===== src/sv/nscf_pkg.sv =====
// ----------------------------------------------------------------------------
// nscf_pkg
// Types and constants shared by the start code fragmenter modules.
// ----------------------------------------------------------------------------
package nscf_pkg;

    localparam int POSITION_BITS_DEF       = 24;
    localparam int FRAGMENT_INDEX_BITS_DEF = 12;

    // fixed widths of the result fields
    localparam int OUT_POS_W   = 24;
    localparam int OUT_INDEX_W = 12;

    localparam logic [4:0] NAL_TYPE_AUD = 5'h09;
    localparam logic [4:0] NAL_TYPE_IDR = 5'h05;
    localparam logic [2:0] SKIP_COUNT   = 3'd5;

    localparam logic [2:0] CODE_NONE = 3'd0;
    localparam logic [2:0] CODE_3    = 3'd3;
    localparam logic [2:0] CODE_4    = 3'd4;

    typedef struct packed {
        logic [7:0] data_byte;
        logic       last_byte;
        logic       clean_point_hint;
    } t_in_word;

    typedef struct packed {
        logic                   fragment_valid;
        logic [OUT_POS_W-1:0]   fragment_offset;
        logic [OUT_POS_W-1:0]   fragment_length;
        logic [OUT_INDEX_W-1:0] fragment_index;
        logic                   frame_end;
        logic                   key_frame;
        logic [OUT_INDEX_W-1:0] fragment_count;
        logic                   overflow;
    } t_out_word;

    typedef struct packed {
        logic       hit;
        logic [2:0] code_len;
        logic       idr;
    } t_hit;

endpackage


===== src/sv/nscf_detect.sv =====
// ----------------------------------------------------------------------------
// nscf_detect
// Checks a five-byte window for a 3- or 4-byte start code that is not
// followed by an access unit delimiter.
// ----------------------------------------------------------------------------
module nscf_detect (
    input  logic [39:0]       i_window,
    output nscf_pkg::t_hit    o_hit
);
    import nscf_pkg::*;

    logic [7:0] b0, b1, b2, b3, b4;
    logic       code4, code3;

    assign b0 = i_window[39:32];
    assign b1 = i_window[31:24];
    assign b2 = i_window[23:16];
    assign b3 = i_window[15:8];
    assign b4 = i_window[7:0];

    assign code4 = (b0 == 8'h00) && (b1 == 8'h00) && (b2 == 8'h00) && (b3 == 8'h01)
                   && (b4[4:0] != NAL_TYPE_AUD);
    assign code3 = (b0 == 8'h00) && (b1 == 8'h00) && (b2 == 8'h01)
                   && (b3[4:0] != NAL_TYPE_AUD);

    always_comb begin
        o_hit = '0;
        priority if (code4) begin
            o_hit.hit      = 1'b1;
            o_hit.code_len = CODE_4;
            o_hit.idr      = (b4[4:0] == NAL_TYPE_IDR);
        end else if (code3) begin
            o_hit.hit      = 1'b1;
            o_hit.code_len = CODE_3;
            o_hit.idr      = (b3[4:0] == NAL_TYPE_IDR);
        end else begin
            o_hit.hit      = 1'b0;
            o_hit.code_len = CODE_NONE;
            o_hit.idr      = 1'b0;
        end
    end

endmodule


===== src/sv/nscf_core.sv =====
// ----------------------------------------------------------------------------
// nscf_core
// Per-sample scan state and result formation, one word per step.
// ----------------------------------------------------------------------------
module nscf_core #(
    parameter int POSITION_BITS       = nscf_pkg::POSITION_BITS_DEF,
    parameter int FRAGMENT_INDEX_BITS = nscf_pkg::FRAGMENT_INDEX_BITS_DEF
) (
    input  logic                i_clk,
    input  logic                i_rst_n,
    input  logic                i_step,
    input  nscf_pkg::t_in_word  i_word,
    output logic                o_emit,
    output nscf_pkg::t_out_word o_result
);
    import nscf_pkg::*;

    localparam int PW = POSITION_BITS;
    localparam int FW = FRAGMENT_INDEX_BITS;
    localparam logic [PW-1:0] PMAX = '1;
    localparam logic [FW-1:0] FMAX = '1;

    logic [39:0]   r_window, n_window;
    logic [PW-1:0] r_pos, n_pos;
    logic [2:0]    r_skip, n_skip;
    logic [PW-1:0] r_prev, n_prev;
    logic [FW-1:0] r_count, n_count;
    logic          r_key, n_key;
    logic          r_range, n_range;

    t_hit          hit;
    logic [39:0]   shift_win;
    logic          pos_sat;
    logic [PW:0]   end_pos, end_diff;
    logic [PW-1:0] end_len, start_pos, hit_len;

    assign shift_win = {r_window[31:0], i_word.data_byte};

    nscf_detect u_detect (
        .i_window (shift_win),
        .o_hit    (hit)
    );

    assign pos_sat   = (r_pos == PMAX);
    assign start_pos = r_pos - PW'(4);

    // final fragment runs through the current byte
    assign end_pos  = {1'b0, r_pos} + {{PW{1'b0}}, 1'b1};
    assign end_diff = end_pos - {1'b0, r_prev};
    always_comb begin
        if (end_pos <= {1'b0, r_prev}) begin
            end_len = '0;
        end else if (end_diff[PW]) begin
            end_len = PMAX;
        end else begin
            end_len = end_diff[PW-1:0];
        end
    end

    assign hit_len = (start_pos > r_prev) ? (start_pos - r_prev) : '0;

    always_comb begin
        n_window = shift_win;
        n_pos    = pos_sat ? r_pos : r_pos + PW'(1);
        n_range  = r_range | pos_sat;
        n_key    = r_key | i_word.clean_point_hint;
        n_skip   = r_skip;
        n_prev   = r_prev;
        n_count  = r_count;
        o_emit   = 1'b0;
        o_result = '0;

        if (i_word.last_byte) begin
            if ((end_pos > {1'b0, r_prev}) && end_diff[PW] && (r_count != '0)) begin
                n_range = 1'b1;
            end
            o_emit                  = 1'b1;
            o_result.frame_end      = 1'b1;
            o_result.key_frame      = n_key;
            o_result.fragment_count = OUT_INDEX_W'(r_count);
            o_result.overflow       = n_range;
            if (r_count != '0) begin
                o_result.fragment_valid  = 1'b1;
                o_result.fragment_offset = OUT_POS_W'(r_prev);
                o_result.fragment_length = OUT_POS_W'(end_len);
                o_result.fragment_index  = OUT_INDEX_W'(r_count - FW'(1));
            end
            // per-sample state clears after the frame end
            n_window = '0;
            n_pos    = '0;
            n_skip   = '0;
            n_prev   = '0;
            n_count  = '0;
            n_key    = 1'b0;
            n_range  = 1'b0;
        end else if (r_pos[PW-1:2] != '0) begin
            if (r_skip != 3'd0) begin
                n_skip = r_skip - 3'd1;
            end else if (hit.hit) begin
                n_key  = n_key | hit.idr;
                n_skip = SKIP_COUNT;
                if (r_count != '0) begin
                    o_emit                   = 1'b1;
                    o_result.fragment_valid  = 1'b1;
                    o_result.fragment_offset = OUT_POS_W'(r_prev);
                    o_result.fragment_length = OUT_POS_W'(hit_len);
                    o_result.fragment_index  = OUT_INDEX_W'(r_count - FW'(1));
                end
                n_prev = start_pos + PW'(hit.code_len);
                if (r_count != FMAX) begin
                    n_count = r_count + FW'(1);
                end else begin
                    n_range = 1'b1;
                end
            end
        end
    end

    always_ff @(posedge i_clk) begin
        if (!i_rst_n) begin
            r_window <= '0;
            r_pos    <= '0;
            r_skip   <= '0;
            r_prev   <= '0;
            r_count  <= '0;
            r_key    <= 1'b0;
            r_range  <= 1'b0;
        end else if (i_step) begin
            r_window <= n_window;
            r_pos    <= n_pos;
            r_skip   <= n_skip;
            r_prev   <= n_prev;
            r_count  <= n_count;
            r_key    <= n_key;
            r_range  <= n_range;
        end
    end

endmodule


===== src/sv/nal_start_code_fragmenter.sv =====
// ----------------------------------------------------------------------------
// nal_start_code_fragmenter
// Splits one encoded sample, fed a byte at a time, into NAL fragments at
// Annex B start codes and reports a frame summary on the last byte.
//
//   channel | valid      | ready       | word
//   --------+------------+-------------+--------------------------
//   in      | i_in_valid | o_in_ready  | i_in_word  (t_in_word)
//   out     | o_out_valid| i_out_ready | o_out_word (t_out_word)
//
// One byte per cycle while no result is left waiting; each byte goes through the
// input register, then the scan step into the result register.
// Synchronous active-low reset clears the scan state and both valid flags.
// A result left waiting stalls the scan step; the input register keeps its
// word (or takes one if empty), then ready stays low until the result is taken.
// ----------------------------------------------------------------------------
module nal_start_code_fragmenter #(
    parameter int POSITION_BITS       = nscf_pkg::POSITION_BITS_DEF,
    parameter int FRAGMENT_INDEX_BITS = nscf_pkg::FRAGMENT_INDEX_BITS_DEF
) (
    input  logic                i_clk,
    input  logic                i_rst_n,
    input  logic                i_in_valid,
    output logic                o_in_ready,
    input  nscf_pkg::t_in_word  i_in_word,
    output logic                o_out_valid,
    input  logic                i_out_ready,
    output nscf_pkg::t_out_word o_out_word
);
    import nscf_pkg::*;

    logic      r_in_valid;
    t_in_word  r_in_word;
    logic      r_out_valid;
    t_out_word r_out_word;

    logic      step;
    logic      emit;
    t_out_word result;

    // scan step runs when the input register holds a word and the result register is free or being emptied
    assign step       = r_in_valid && (!r_out_valid || i_out_ready);
    assign o_in_ready = !r_in_valid || step;

    nscf_core #(
        .POSITION_BITS       (POSITION_BITS),
        .FRAGMENT_INDEX_BITS (FRAGMENT_INDEX_BITS)
    ) u_core (
        .i_clk    (i_clk),
        .i_rst_n  (i_rst_n),
        .i_step   (step),
        .i_word   (r_in_word),
        .o_emit   (emit),
        .o_result (result)
    );

    always_ff @(posedge i_clk) begin
        if (!i_rst_n) begin
            r_in_valid <= 1'b0;
        end else if (o_in_ready) begin
            r_in_valid <= i_in_valid;
        end
    end

    always_ff @(posedge i_clk) begin
        if (i_in_valid && o_in_ready) begin
            r_in_word <= i_in_word;
        end
    end

    always_ff @(posedge i_clk) begin
        if (!i_rst_n) begin
            r_out_valid <= 1'b0;
        end else if (step) begin
            r_out_valid <= emit;
        end else if (i_out_ready) begin
            r_out_valid <= 1'b0;
        end
    end

    always_ff @(posedge i_clk) begin
        if (step && emit) begin
            r_out_word <= result;
        end
    end

    assign o_out_valid = r_out_valid;
    assign o_out_word  = r_out_word;

endmodule


===== config.mk =====
export PLATFORM = sky130hd
export DESIGN_NAME = nal_start_code_fragmenter
export DESIGN_NICKNAME = d
export VERILOG_FILES = /design/src/sv/nscf_pkg.sv /design/src/sv/nscf_detect.sv /design/src/sv/nscf_core.sv /design/src/sv/nal_start_code_fragmenter.sv
export SDC_FILE = /design/constraint.sdc
export NUM_CORES = 1
export LEC_CHECK = 0
export BUFFER_PORTS_ARGS = -buffer_cell sky130_fd_sc_hd__buf_4
export CORE_UTILIZATION = 50
export CTS_CLUSTER_DIAMETER = 50
export DETAILED_ROUTE_END_ITERATION = 12
export GPL_TIMING_DRIVEN = 0
export PLACE_DENSITY = 0.68
export SLEW_MARGIN = 20
export SYNTH_ARGS = -nofsm -noshare
export SYNTH_HDL_FRONTEND = slang
export SYNTH_SLANG_ARGS = --single-unit

===== constraint.sdc =====
create_clock -name i_clk -period 5.3 [get_ports i_clk]
set_input_delay 0 -clock i_clk [delete_from_list [all_inputs] [get_ports i_clk]]
set_output_delay 0 -clock i_clk [all_outputs]
set_load 0.005 [all_outputs]

==> reports/qor.yml <==
die:
  core_sq_um: 22800
  initial_core_util_pct: 51.6
  io_pins: 92
  die_y_um: 156
  die_area_sq_um: 24200
  rows: 55
  die_x_um: 156
yosys:
  yosys.cell_types.count: 83
  synth_area_per_cell_sq_um: 8.76
  synth_ff_type: "dfxtp_1"
  synth_edf_count: 86
  ys_seq_area_share_pct: 38.7
  netlist_instances: 1345
  mappedNetlistArea_sq_um: 11800
  ys_warn_count: 0
  async_flop_share_pct: 0
  syn-num-nets: 1419
  synth_seq_cells: 185
placed_design:
  gp_congestion: 0.934
  io_buffer_count: 91
  post-dp-hpwl_mm: 26.0
  dp_slack_ns: -0.800
route:
  drc: 0
  vias: 10500
  detail-route-antenna-nets: 0
  drt-initial-drc-count: 654
  firstDrtPassIters: 5
  avgViaCountPerCell: 5.82
  wl_per_cell_um: 18.8
  wl_mm: 33.7
grt:
  grt_pass1_wl_mm: 52.4
  grt_antenna_before_repair: 0
  grt_max_degree: 56
  grt_pass1_vias: 9666
  grt_usage_pct: 28.2
  globalRouteOverflowTotal: 0
finish:
  nFillCells: 2083
  drive_gt1_share_pct: 13.1
  num_antenna_cells: 0
  ff_latch_area_sq_um: 4570
  area_delta_synth_final_pct: 16.5
  final_nets: 1547
  layout_commonest_cell: "nor2_1"
  final_cell_mix: "153 x nor2_1, 118 x a21oi_1, 97 x buf_4, 97 x dfxtp_1, 86 x edfxtp_1"
  fin_util_pct: 60.1
  multi_input_area_sq_um: 6680
sta:
  finalMaxSlewViolations: 0
  worst_slew_pin_slew_ns: 0.867
  tns_ns: 0
  timing.final.setup_violations: 0
  fin_crit_ns: 5.05
  period_share_pct: 95.2
  worst_slack_ns: 0.254
  clock_skew_ns: 0.0111
  rsz0062_at_grt: "false"
  final_hold_viol_count: 0
  max_freq_ghz: 0.198
  max_slew_margin_pct: 41.7
  timing.hold.ws_ns: 0.269
critical_path:
  start_kind: "flip-flop"
  required_ns: 5.46
  path_cells: "buf_2 > nand3_1 > nor4_4 > nand4_1 > nor2_4 > nand3_1 > xnor2_2 > ha_1 > and2_1 > nor2b_2 > nand3_1 > or4_1 > a31o_2 > nor2_2 > buf_2 > o32ai_1"
  cp_slowest_stage_delay_ns: 0.64
  crit_top_cell: "nand3_1"
  cp_max_fo: 10
  arrival_ns: 5.20
  cp-end-kind: "flip-flop"
  critical_path_class: "reg -> reg"
  cp_slowest_cell: "or4_1"
clock_network:
  cts_tree: "done"
  clkLatencyLatePin_ns: 0.44
  clock_path_buffers: 2
  cts.sinks: 185
  root_buffer: "clkbuf_16"
  clk_pin_slew_ns: 0.08
  htree_levels: 4
  cts_made_buffers: 17
status:
  status: "complete, no violations"
job:
  cap_viol_max_count: 0
hold_path:
  min_path_type: "in -> reg"
power:
  p_leak_nw: 5.62
  power_mw: 3.12
  powerDensity_nw_per_um2: 227
  irDropWorstVdd_mv: 0.201
==> final timing paths <==
kind | from | endpoint | slack, ns | cells after the start
worst min register to register | u_core.r_prev[11] | u_core.r_prev[11] | 0.45 | 2
worst max-delay path | u_core.r_pos[8] | o_out_word[44] | 0.25 | 16
worst max register to register | u_core.r_pos[8] | o_out_word[44] | 0.25 | 16
worst min-delay path | i_in_word[4] | r_in_word[4] | 0.27 | 2
==> state kept, by name (all words and copies together), names as in the netlist <==
signal and cells:
u_core.r_range 1, u_core.r_key 1, u_core.r_pos 24, u_core.r_window 32, o_out_valid 1, r_in_valid 1, r_in_word 10, u_core.r_prev 24
o_out_word 76, u_core.r_skip 3, u_core.r_count 12
==> synthesized netlist by cell type (7+ instances only) <==
cell      number  share of area [%]
nand4_1       21                1.1
inv_1         63                2.0
a21oi_1      118                5.0
a22oi_1        9               0.57
edfxtp_1      86                 22
and3_1        46                2.4
and2_1        24                1.3
xnor2_1       67                5.0
a32o_1         7               0.59
buf_2         12               0.51
nand3b_1      10               0.64
nand3_1       37                1.6
o21ai_0       38                1.6
dfxtp_1       99                 17
a21o_1        25                1.6
a211oi_1      13               0.83
xor2_1        48                3.6
o211ai_1      10               0.64
nor4_1        18               0.96
or3_1         16               0.85
ha_1          57                6.1
o22ai_1       21                1.1
clkbuf_1      58                1.8
nor2_1       156                5.0
a31oi_1       12               0.64
nand2b_1       9               0.48
nor3_1        49                2.1
nand2_1       74                2.4
==> power by group <==
group          internal [mW]  switching, mW
Clock                  0.686          0.628
Sequential              1.51         0.0111
Combinational          0.108          0.182
==> worst max-delay path: cells and delay by family (launching register included) <==
kind                       cells  cell delay (ns)
DFF                            1             0.34
adders and majority gates      1             0.42
buffers and inverters          2             0.54
and+or+nand+nor               10             2.74
xor gates and xnor gates       1             0.23
AOI/OAI and AO/OA              2             0.49
==> final cells by class <==
type | count | area share [%]
clock inverters | 13 | 1.14
inverters | 65 | 1.78
clock buffers | 19 | 3.23
multi-input cells | 1012 | 48.7
flip-flops and latches | 185 | 33.3
repair buffers | 109 | 6.36
well taps | 313 | 2.85
plain buffers | 83 | 2.72
==> stage by stage <==
stage,instances,instance area (sq um)
floorplan,1345,11800
global placement,1749,12900
detailed placement,1750,12900
CTS,1798,13700
global route,1799,13700
finish,1799,13700
==> layer usage <==
metal  global-route usage [%]  vias up  wire [um]
li1                         -     5129          -
met1                     40.6     4953      16100
met2                     42.5      341      14500
met3                     4.62       50       2180
met4                     10.4        0       1010
met5                        0        -          0
==> cell families (layout without fill, tap and decap cells) <==
logic type               Yosys count  in the layout  share of synthesized area (%)
AND/OR/NAND/NOR                  518            518                           23.4
multiplexers                       5              5                          0.425
AO/OA/AOI/OAI                    314            314                           17.1
XOR/XNOR                         115            115                           8.55
adder cells (fa/ha/maj)           60             60                           6.56
flip-flops                       185            185                           38.7
buffers and inverters            148            289                           5.20
==> repair_timing <==
| action | in CTS | in global routing |
|---|---|---|
| gates resized for setup | 9 | 11 |
| endpoints found under the hold margin | 14 | 0 |
| setup buffers | 2 | 1 |
| setup endpoints to repair | 24 | 24 |
| pin swaps | 2 | 2 |
| hold buffers | 14 | 0 |
No activity file was read; power rests on OpenSTA's default activity.
